$ cat src/rtl/mpps_pkg.sv
package mpps_pkg;

  // Width of the value ports. The arithmetic width inside the block is VALUE_WIDTH.
  localparam int DATA_W = 32;
  localparam int VALUE_WIDTH_DEF = 32;

  // Zeros are counted only as far as the selection needs: none, one, two or more.
  localparam int ZCNT_W = 2;
  localparam logic [ZCNT_W-1:0] ZCNT_SAT = ZCNT_W'(2);

  // Validity marks and zero summary of one finished set.
  typedef struct packed {
    logic pos_top_ok;
    logic pos_second_ok;
    logic neg_top_ok;
    logic neg_second_ok;
    logic zero_any;
    logic zero_multi;
  } snap_flags_t;

endpackage

$ cat src/rtl/mpps_tracker.sv
module mpps_tracker #(
  parameter int VALUE_WIDTH = mpps_pkg::VALUE_WIDTH_DEF
) (
  input  logic                          clk,
  input  logic                          rst_n,
  input  logic                          adv,
  input  logic                          item_valid,
  input  logic signed [VALUE_WIDTH-1:0] item_value,
  input  logic                          item_last,
  output logic                          snap_valid_r,
  output logic signed [VALUE_WIDTH-1:0] snap_pos_top_r,
  output logic signed [VALUE_WIDTH-1:0] snap_pos_second_r,
  output logic signed [VALUE_WIDTH-1:0] snap_neg_top_r,
  output logic signed [VALUE_WIDTH-1:0] snap_neg_second_r,
  output mpps_pkg::snap_flags_t         snap_flags_r
);

  logic signed [VALUE_WIDTH-1:0] pos_top_r, pos_second_r, neg_top_r, neg_second_r;
  logic signed [VALUE_WIDTH-1:0] pos_top_nxt, pos_second_nxt, neg_top_nxt, neg_second_nxt;
  logic                          p1_r, p2_r, n1_r, n2_r;
  logic                          p1_nxt, p2_nxt, n1_nxt, n2_nxt;
  logic [mpps_pkg::ZCNT_W-1:0]   zero_cnt_r, zero_cnt_nxt;
  logic                          is_zero, is_pos;
  logic                          take;

  assign take = adv && item_valid;

  always_comb begin
    pos_top_nxt    = pos_top_r;
    pos_second_nxt = pos_second_r;
    neg_top_nxt    = neg_top_r;
    neg_second_nxt = neg_second_r;
    p1_nxt         = p1_r;
    p2_nxt         = p2_r;
    n1_nxt         = n1_r;
    n2_nxt         = n2_r;
    zero_cnt_nxt   = zero_cnt_r;
    is_zero        = (item_value == '0);
    is_pos         = !is_zero && !item_value[VALUE_WIDTH-1];
    if (is_zero) begin
      if (zero_cnt_r != mpps_pkg::ZCNT_SAT) begin
        zero_cnt_nxt = zero_cnt_r + mpps_pkg::ZCNT_W'(1);
      end
    end else if (is_pos) begin
      if (!p1_r || item_value > pos_top_r) begin
        pos_second_nxt = pos_top_r;
        p2_nxt         = p1_r;
        pos_top_nxt    = item_value;
        p1_nxt         = 1'b1;
      end else if (!p2_r || item_value > pos_second_r) begin
        pos_second_nxt = item_value;
        p2_nxt         = 1'b1;
      end
    end else begin
      if (!n1_r || item_value < neg_top_r) begin
        neg_second_nxt = neg_top_r;
        n2_nxt         = n1_r;
        neg_top_nxt    = item_value;
        n1_nxt         = 1'b1;
      end else if (!n2_r || item_value < neg_second_r) begin
        neg_second_nxt = item_value;
        n2_nxt         = 1'b1;
      end
    end
  end

  // Running state; the last item of a set leaves it cleared for the next set.
  always_ff @(posedge clk) begin
    if (!rst_n) begin
      p1_r       <= 1'b0;
      p2_r       <= 1'b0;
      n1_r       <= 1'b0;
      n2_r       <= 1'b0;
      zero_cnt_r <= '0;
    end else if (take) begin
      if (item_last) begin
        p1_r       <= 1'b0;
        p2_r       <= 1'b0;
        n1_r       <= 1'b0;
        n2_r       <= 1'b0;
        zero_cnt_r <= '0;
      end else begin
        p1_r       <= p1_nxt;
        p2_r       <= p2_nxt;
        n1_r       <= n1_nxt;
        n2_r       <= n2_nxt;
        zero_cnt_r <= zero_cnt_nxt;
      end
    end
  end

  always_ff @(posedge clk) begin
    if (take) begin
      pos_top_r    <= pos_top_nxt;
      pos_second_r <= pos_second_nxt;
      neg_top_r    <= neg_top_nxt;
      neg_second_r <= neg_second_nxt;
    end
  end

  // Snapshot of a finished set, valid only behind a last item.
  always_ff @(posedge clk) begin
    if (!rst_n) begin
      snap_valid_r <= 1'b0;
    end else if (adv) begin
      snap_valid_r <= item_valid && item_last;
    end
  end

  always_ff @(posedge clk) begin
    if (adv) begin
      snap_pos_top_r             <= pos_top_nxt;
      snap_pos_second_r          <= pos_second_nxt;
      snap_neg_top_r             <= neg_top_nxt;
      snap_neg_second_r          <= neg_second_nxt;
      snap_flags_r.pos_top_ok    <= p1_nxt;
      snap_flags_r.pos_second_ok <= p2_nxt;
      snap_flags_r.neg_top_ok    <= n1_nxt;
      snap_flags_r.neg_second_ok <= n2_nxt;
      snap_flags_r.zero_any      <= (zero_cnt_nxt != '0);
      snap_flags_r.zero_multi    <= (zero_cnt_nxt == mpps_pkg::ZCNT_SAT);
    end
  end

endmodule
$ cat config.mk
export PLATFORM = sky130hd
export DESIGN_NAME = mpps_tracker
export DESIGN_NICKNAME = d
export VERILOG_FILES = /design/src/rtl/mpps_pkg.sv /design/src/rtl/mpps_tracker.sv
export SDC_FILE = /design/constraint.sdc
export NUM_CORES = 1
export LEC_CHECK = 0
export BUFFER_PORTS_ARGS = -buffer_cell sky130_fd_sc_hd__buf_2
export CAP_MARGIN = 30
export CORE_MARGIN = 5
export CORE_UTILIZATION = 39
export CTS_CLUSTER_DIAMETER = 150
export CTS_CLUSTER_SIZE = 10
export DETAILED_ROUTE_END_ITERATION = 7
export GPL_TIMING_DRIVEN = 0
export PLACE_DENSITY_LB_ADDON = 0.15
export RECOVER_POWER = 25
export REMOVE_ABC_BUFFERS = 1
export SYNTH_ARGS = -nofsm -noshare
export SYNTH_HDL_FRONTEND = slang
export SYNTH_SLANG_ARGS = --single-unit
$ cat constraint.sdc
create_clock -name clk -period 4.3 [get_ports clk]
set_input_delay 0.43 -clock clk [delete_from_list [all_inputs] [get_ports clk]]
set_output_delay 0.43 -clock clk [all_outputs]
set_load 0.005 [all_outputs]
==> metrics.txt, run 1 <==
status=complete, but fails checks; failing checks=max-capacitance violations, max-slew violations; CP Max Fanout=20; grt ovf=0; post-DP HPWL=27600 um; routability cong.=0.804; final net count=1611; GRT Total Usage=0.190; Fin Hold WS=0.206 ns; Slew HR=-0.304; worst skew pair latency=0.56 ns; Die Ht=202 um; Syn Std Cell Area=14400 sq um; Area Overhead vs Synth=16.9%; sequential share of power=0.496; row count=70; asr flop ratio synth=0; CP Capture Type=flop; part of the power in the clock network=0.371; die footprint=40800 sq um; Core ar.=36500 sq um; layout cells sized above 1=0.150; worst min path class=in2reg; number of CTS-inserted buffers=30; HP Start=rst_n; final wirelength=40100 um; Cell Int Power=4.74 mW; DR pass1 iterations=5; sw power=1.60 mW; Cells after Synth=1295; area share of the largest cell type after synthesis=0.547; number of port buffers=171; ANT cells=0; Die Wd=202 um; Setup TNS=0 ns; Vias/cell=5.51; RSZ-0062 raised after global routing=false; clock skew=0.00889 ns; Yosys warning count=0; Crit. Startpoint=neg_top_r[13]; vias in the first global route=10430; post-DR wirelength/cell=20.7 um; first-pass GRT wire length=61700 um; Final Slew Violations=76; total number of vias=10682; number of remaining DRC errors=0; Design Power=6.34 mW; Hold Crit Endpoint=zero_cnt_r[0]; count of different cell masters after synthesis=55; CP Launch Type=flop; Static Leakage=6.93 nW; CTS tree=built; Peak supply drop=0.276 mV; register bit total from synthesis=269; cell with the most instances after synthesis=edfxtp_1; worst r2r path cells=11; clock sinks=269; number of routed nets with antenna violations=0; I/O pin cnt=172; worst r2r dst=snap_neg_top_r[14]; fmax=245 MHz; clk buf depth=3; Post-CTS Resized=1; # setup viols final=0; Synth top cells by count=262 x edfxtp_1, 168 x inv_1, 128 x nand2_1; pwr/cell area=377 nW/um^2; Worst Tran Pin Value=1.96 ns; r2r setup slk=0.22 ns; Area contributors post-synth=edfxtp_1 55%, ha_1 11%, inv_1 4.4%, nand2_1 3.3%, a21oi_1 2.5%; Post-Layout Inst Area=16800 sq um; Post-CTS Setup Inserts=0; Gate power share=0.133; dominant synthesized flop cell=edfxtp_1; register area share after synthesis=0.557; crit path kind=reg2reg; initial antenna violation count=0; Worst R2R Start=neg_top_r[13]; DR iter-0 viols=828; Final period util=0.949; Final min period=4.08 ns; Final Hold Violating Endpoints=0; Cell Area, Placed=16000 sq um; maxcap violations=1; Worst-path clk slew=0.06 ns; number of synthesized flops with an enable pin=262; hold-fix buffer count after cts=0; Arrival @ worst endpoint=4.33 ns; H-tree depth=1; switch share=0.253; Starting Density=0.393; Synth area leader=edfxtp_1; largest net degree at the start of global routing=76; Critical Path RT=4.55 ns; Syn Area/Cell=11.1 sq um; hold path cells=2; Root Buffer=clkbuf_16
[layout by cell type (no fill, tap or decap), types with 3 or more instances in the layout]
cell type / netlist / layout
a2111oi_0: 3 / 3
a21oi_1: 72 / 72
o31a_1: 30 / 30
buf_16: 0 / 8
nor4_1: 13 / 13
a2111o_1: 3 / 3
o21ai_1: 6 / 5
nand4_1: 27 / 27
nand2b_1: 4 / 4
a31oi_1: 32 / 32
a2bb2oi_1: 32 / 32
a22oi_1: 5 / 5
inv_1: 168 / 167
clkbuf_16: 0 / 31
a211o_1: 3 / 3
ha_1: 127 / 127
o21ai_0: 72 / 71
a21o_1: 12 / 12
o221ai_1: 3 / 3
edfxtp_1: 262 / 262
o211ai_1: 34 / 34
o21a_1: 4 / 4
dfxtp_1: 7 / 7
clkbuf_1: 57 / 39
mux2_2: 4 / 3
buf_8: 0 / 5
nor2_1: 25 / 22
or4_1: 30 / 30
nor2b_1: 8 / 8
buf_2: 8 / 155
buf_12: 0 / 3
nor3_1: 7 / 7
a211oi_1: 5 / 5
nand3_1: 72 / 72
nand2_1: 128 / 128
[metal layers]
layer,share of wire,global-route usage,up-vias
li1,-,-,5157
met1,0.47,0.275,5171
met2,0.46,0.305,309
met3,0.058,0.0268,45
met4,0.016,0.0393,0
met5,0,0,-
[registers in the layout, summed over array words and instances, names as in the netlist, 6 cells and up]
| register | flops |
|---|---|
| neg_second_r | 32 |
| neg_top_r | 32 |
| pos_second_r | 32 |
| pos_top_r | 32 |
| snap_flags_r | 6 |
| snap_neg_second_r | 32 |
| snap_neg_top_r | 32 |
| snap_pos_second_r | 32 |
| snap_pos_top_r | 32 |
[how the worst max path moves through the flow]
stage / to / slack, ns
after floorplan: pos_top_r[0] / -2.36
after global placement: snap_pos_top_r[5] / -7.93
after detailed placement: snap_neg_top_r[8] / -0.66
after CTS: neg_top_r[25] / 0.21
after global routing: snap_neg_top_r[25] / 0.05
final: snap_neg_top_r[14] / 0.22
[final cells by class]
type | count | area, sq um
Clock buffer | 56 | 870
Fill cell | 3354 | 19700
Sequential cell | 269 | 8010
Timing Repair Buffer | 188 | 1210
Tap cell | 468 | 586
Multi-Input combinational cell | 790 | 5500
Inverter | 168 | 636
[worst max-delay path, stage by stage (launching register included)]
cell	delay [ns]
edfxtp_1	0.39
inv_1	0.09
ha_1	0.25
a21oi_1	0.16
o21ai_0	0.16
a2111oi_0	0.39
o21ai_1	0.24
a2111o_1	0.70
and2_2	0.47
nor2_2	0.51
buf_16	0.22
o21ai_0	0.18
[metrics by stage]
stage,cells,util,worst slack (ns)
2_1_floorplan,1227,-,-2.36
3_3_place_gp,1866,0.425,-7.93
3_5_place_dp,1883,0.437,-0.661
4_1_cts,1939,0.461,0.209
5_1_grt,1939,0.460,0.0493
6_report,1939,0.460,0.219
[power by group through the flow]
| stage | clock network (mW) | logic (mW) | registers [mW] |
|---|---|---|---|
| after floorplan | 0 | 0.433 | 3.20 |
| after global placement | 0 | 0.804 | 3.21 |
| after detailed placement | 0 | 0.853 | 3.20 |
| after CTS | 2.42 | 0.858 | 3.15 |
| after global routing | 2.56 | 0.945 | 3.16 |
| final | 2.35 | 0.843 | 3.15 |
[cells by family (layout without fill, tap and decap cells)]
family,Yosys count,after routing,share of synthesized area
AO/OA/AOI/OAI,331,331,0.152
adder cells (fa/ha/maj),127,127,0.111
buffers and inverters,236,412,0.0639
flip-flops,269,269,0.557
multiplexers,4,4,0.00313
AND/OR/NAND/NOR,328,328,0.113
Power figures use the tool's default switching activity.
==> run 2: changes to the inputs <==
==> constraint.sdc (replaced) <==
create_clock -name clk -period 4.3 [get_ports clk]
set_input_delay 0 -clock clk [delete_from_list [all_inputs] [get_ports clk]]
set_output_delay 0 -clock clk [all_outputs]
set_load 0.005 [all_outputs]
==> metrics.txt, run 2 (synthesized netlist as in run 1, its figures left out) <==
status=finished clean; Final min period=4.06 ns; Static Leakage=6.93 nW; Vias/cell=5.49; most frequent cells in the layout=262 x edfxtp_1, 167 x inv_1, 128 x nand2_1; DR pass1 iterations=5; Peak supply drop=0.273 mV; number of CTS-inserted buffers=30; I/O pin cnt=172; number of routed nets with antenna violations=0; routability cong.=0.804; clock skew=0.0139 ns; Setup TNS=0 ns; Final Hold Violating Endpoints=0; Core ar.=36500 sq um; DR iter-0 viols=791; largest net degree at the start of global routing=76; row count=70; Worst-path clk slew=0.06 ns; grt ovf=0; Seq. cell area=8010 sq um; maxcap violations=0; number of port buffers=171; Die Wd=202 um; Worst Tran Pin Value=1.05 ns; crit path kind=reg2reg; number of remaining DRC errors=0; Placed Cells=1883; vias in the first global route=10523; GRT Total Usage=0.190; total number of vias=10798; Die Ht=202 um; layout cells sized above 1=0.120; worst min path class=in2reg; clock sinks=269; post-DR wirelength/cell=20.5 um; Fillers=3355; area of the multi-input gates=5500 sq um; Area Overhead vs Synth=18.7%; pwr/cell area=373 nW/um^2; die footprint=40800 sq um; post-DP HPWL=27600 um; clk buf depth=3; final std cells w/o fill=1967; final net count=1639; worst skew pair latency=0.56 ns; CP Launch Type=flop; initial antenna violation count=0; final wirelength=40300 um; Slew HR=0.300; fmax=246 MHz; CTS tree=built; most common cell after layout, fill and taps aside=edfxtp_1; CP Capture Type=flop; # setup viols final=0; H-tree depth=1; CP Max Fanout=20; Starting Density=0.393; Final Slew Violations=0; Arrival @ worst endpoint=4.30 ns; ANT cells=0; first-pass GRT wire length=62000 um; RSZ-0062 raised after global routing=false; Critical Path RT=4.54 ns; Final period util=0.944; Root Buffer=clkbuf_16
[run 2: cell count changes in the layout (fill, tap and decap cells not counted), sizes merged]
cell         previous run  this run
dlygate4sd3             0        28
buf                   172       133
clkbuf                 72       111
[run 2: area by class of cell]
type                       count  area share
multi-input combinational    790       0.323
inverter                     168      0.0373
timing repair buffer         216      0.0853
tap                          468      0.0343
sequential                   269       0.470
clock buffer                  56      0.0510
[run 2: stage by stage]
stage	power, mW	utilization	cell area (sq um)	setup slack (ns)	hold slack, ns
after floorplan	3.63	-	14100	-1.93	0.112
after detailed placement	4.05	0.437	16000	-0.231	0.336
after global placement	4.02	0.425	15500	-7.50	0.330
after global routing	6.68	0.467	17100	0.0491	0.0278
final	6.36	0.467	17100	0.243	0.0155
after CTS	6.45	0.469	17100	0.0165	0.0134
[run 2: report_power, final]
group	internal, mW	leakage [nW]	switching, mW
Clock	1.34	0.412	1.01
Combinational	0.324	3.94	0.534
Sequential	3.09	2.58	0.0595
[run 2: repair_timing]
| action | CTS | global route |
|---|---|---|
| setup endpoints to repair | 0 | 52 |
| endpoints found under the hold margin | 123 | 0 |
| hold buffers | 28 | 0 |
| buffers inserted | 0 | 0 |
| resized for setup | 0 | 1 |
[run 2: critical path, cell delays in order, from the launching register on]
cell and delay, ns:
edfxtp_1 0.39, inv_1 0.09, ha_1 0.25, a21oi_1 0.16, o21ai_0 0.15, a2111oi_0 0.39
o21ai_1 0.24, a2111o_1 0.69, and2_2 0.47, nor2_2 0.50, buf_16 0.22, o21ai_0 0.18
[run 2: final timing paths]
path / from / end / slack (ns) / cells past startpoint
worst max-delay path: neg_top_r[13] / snap_neg_top_r[14] / 0.24 / 11
worst min-delay path: item_value[7] / pos_top_r[7] / 0.02 / 3
worst max register to register: neg_top_r[13] / snap_neg_top_r[14] / 0.24 / 11
worst min register to register: snap_valid_r / snap_valid_r / 0.50 / 2
[run 2: layer usage]
layer | GRT usage | part of all wire | up-vias
met3 | 0.0263 | 0.061 | 46
li1 | - | - | 5214
met2 | 0.307 | 0.46 | 311
met1 | 0.275 | 0.47 | 5227
met4 | 0.0393 | 0.016 | 0
met5 | 0 | 0 | -
==> run 3: changes to the inputs <==
- ABC_AREA: unset -> 1
- RECOVER_POWER: 25 -> 100
==> metrics.txt, run 3 <==
status=complete, but fails checks; failing checks=max-capacitance violations, max-slew violations; worst-path cell chain=inv_1 -> ha_1 -> nand2_1 -> nor2_1 -> nand4_1 -> nor3_1 -> nand2_1 -> nand3_1 -> nand3_1 -> nand2_4 -> nand2_2 -> buf_6 -> nand2_1 -> o21ai_0; Syn Area/Cell=9.42 sq um; largest net degree at the start of global routing=85; area share of the largest cell type after synthesis=0.534; sw power=1.65 mW; I/O pin cnt=172; r2r setup slk=0.32 ns; clock skew=0.0224 ns; number of port buffers=171; slowest CP cell=nand2_4; DR iter-0 viols=801; post-DR wirelength/cell=18.5 um; Slew HR=-0.357; Synth top cells by count=444 x nand2_1, 262 x edfxtp_1, 224 x inv_1; # setup viols final=0; fmax=251 MHz; Most Frequent Cell on Critical Path=nand2_1; Arrival @ worst endpoint=4.26 ns; pwr/cell area=368 nW/um^2; vias in the first global route=11348; part of the power in the clock network=0.371; clk buf depth=3; row count=71; DR pass1 iterations=5; Final min period=3.98 ns; first-pass GRT wire length=64900 um; Syn Std Cell Area=14700 sq um; clock sinks=269; Peak supply drop=0.269 mV; routability cong.=0.772; H-tree depth=1; asr flop ratio synth=0; number of CTS-inserted buffers=30; final net count=1916; RSZ-0062 raised after global routing=false; layout cells sized above 1=0.0833; Final period util=0.926; number of synthesized flops with an enable pin=262; total number of vias=11640; Cell Int Power=4.70 mW; post-route setup slack=0.318 ns; switch share=0.260; number of routed nets with antenna violations=0; worst r2r path cells=14; CTS tree=built; most frequent cells in the layout=445 x nand2_1, 262 x edfxtp_1, 224 x inv_1; register bit total from synthesis=269; worst min path class=in2reg; Setup WS pre-CTS=-0.140 ns; Worst-path clk slew=0.06 ns; number of remaining DRC errors=0; maxcap violations=2; Synth area leader=edfxtp_1; Cells after Synth=1564; Area Overhead vs Synth=17.1%; die footprint=41800 sq um; sequential share of power=0.497; CP Max Fanout=38; Root Buffer=clkbuf_16; CP Capture Type=flop; register area share after synthesis=0.543; cell with the most instances after synthesis=nand2_1; Final Hold Violating Endpoints=0; Fillers=3712; Core ar.=37500 sq um; Yosys warning count=0; Area contributors post-synth=edfxtp_1 53%, nand2_1 11%, ha_1 11%, inv_1 5.7%, nand3_1 4.7%; grt ovf=0; crit-path max cell delay=0.49 ns; Vias/cell=5.09; worst skew pair latency=0.57 ns; most common cell after layout, fill and taps aside=nand2_1; Top delay family on crit path=simple AND/OR/NAND/NOR gates; ANT cells=0; Setup TNS=0 ns; post-DP HPWL=28000 um; crit path kind=reg2reg; Worst Tran Pin Value=2.03 ns; dominant synthesized flop cell=edfxtp_1; GRT Total Usage=0.198; count of different cell masters after synthesis=32; Die Ht=204 um; Starting Density=0.393; Static Leakage=7.69 nW; stages on the worst setup path=14; Gate power share=0.133; Die Wd=204 um; Post-CTS Setup Inserts=0; Buf+Inv Stages, Crit Path=2; final wirelength=42400 um; hold path cells=5; Final Slew Violations=86; initial antenna violation count=1; CP Launch Type=flop; Critical Path RT=4.58 ns
[run 3: worst reg2reg max path: stages, from the launching register on]
cell	delay, ns
edfxtp_1	0.34
inv_1	0.07
ha_1	0.35
nand2_1	0.10
nor2_1	0.19
nand4_1	0.22
nor3_1	0.42
nand2_1	0.17
nand3_1	0.10
nand3_1	0.13
nand2_4	0.49
nand2_2	0.50
buf_6	0.37
nand2_1	0.13
o21ai_0	0.12
[run 3: per-layer routing]
layer,global-route usage,wire [um],up-vias
li1,-,-,5690
met1,0.294,20500,5502
met2,0.309,18700,393
met3,0.0263,2580,53
met4,0.0495,648,2
met5,0,15,-
[run 3: metrics by stage]
| stage | power, mW | util | hold slack, ns | std cells | cell area, sq um |
|---|---|---|---|---|---|
| global route | 6.66 | 0.460 | 0.0289 | 2287 | 17300 |
| CTS | 6.45 | 0.464 | 0.0167 | 2287 | 17400 |
| floorplan | 3.65 | - | 0.112 | 1504 | 14400 |
| finish | 6.35 | 0.460 | 0.0148 | 2287 | 17300 |
| detailed placement | 4.05 | 0.431 | 0.300 | 2195 | 16200 |
| global placement | 4.03 | 0.425 | 0.301 | 2186 | 15900 |
[run 3: worst paths after layout]
| check | to | from |
|---|---|---|
| max reg2reg | pos_top_r[8] | pos_top_r[31] |
| max | pos_top_r[8] | pos_top_r[31] |
| min | snap_neg_second_r[31] | item_value[31] |
| min reg2reg | zero_cnt_r[0] | zero_cnt_r[0] |
[run 3: final cells by class]
class | instances | area [sq um] | share of cell area
Sequential cell | 269 | 8010 | 0.464
Multi-Input combinational cell | 1008 | 5570 | 0.323
Timing Repair Buffer | 216 | 1310 | 0.0759
Clock buffer | 56 | 870 | 0.0504
Inverter | 227 | 852 | 0.0494
Tap cell | 511 | 639 | 0.0371
[run 3: power by group through the flow]
stage	registers (mW)	clock network [mW]	logic [mW]
2_1_floorplan	3.20	0	0.447
3_3_place_gp	3.22	0	0.814
3_5_place_dp	3.20	0	0.843
4_1_cts	3.15	2.42	0.875
5_1_grt	3.17	2.53	0.955
6_report	3.15	2.35	0.842
[run 3: cell families after synthesis]
logic type / Yosys count / synth area share
simple gates: 692 / 0.204
buf+inv: 287 / 0.0782
flops: 269 / 0.543
compound gates: 189 / 0.0668
fa+ha+maj: 127 / 0.108
[run 3: timing repair]
item	in CTS	in global routing
hold buffers	36	0
setup endpoints to repair	64	49
gates resized for setup	1	1
endpoints found under the hold margin	229	0
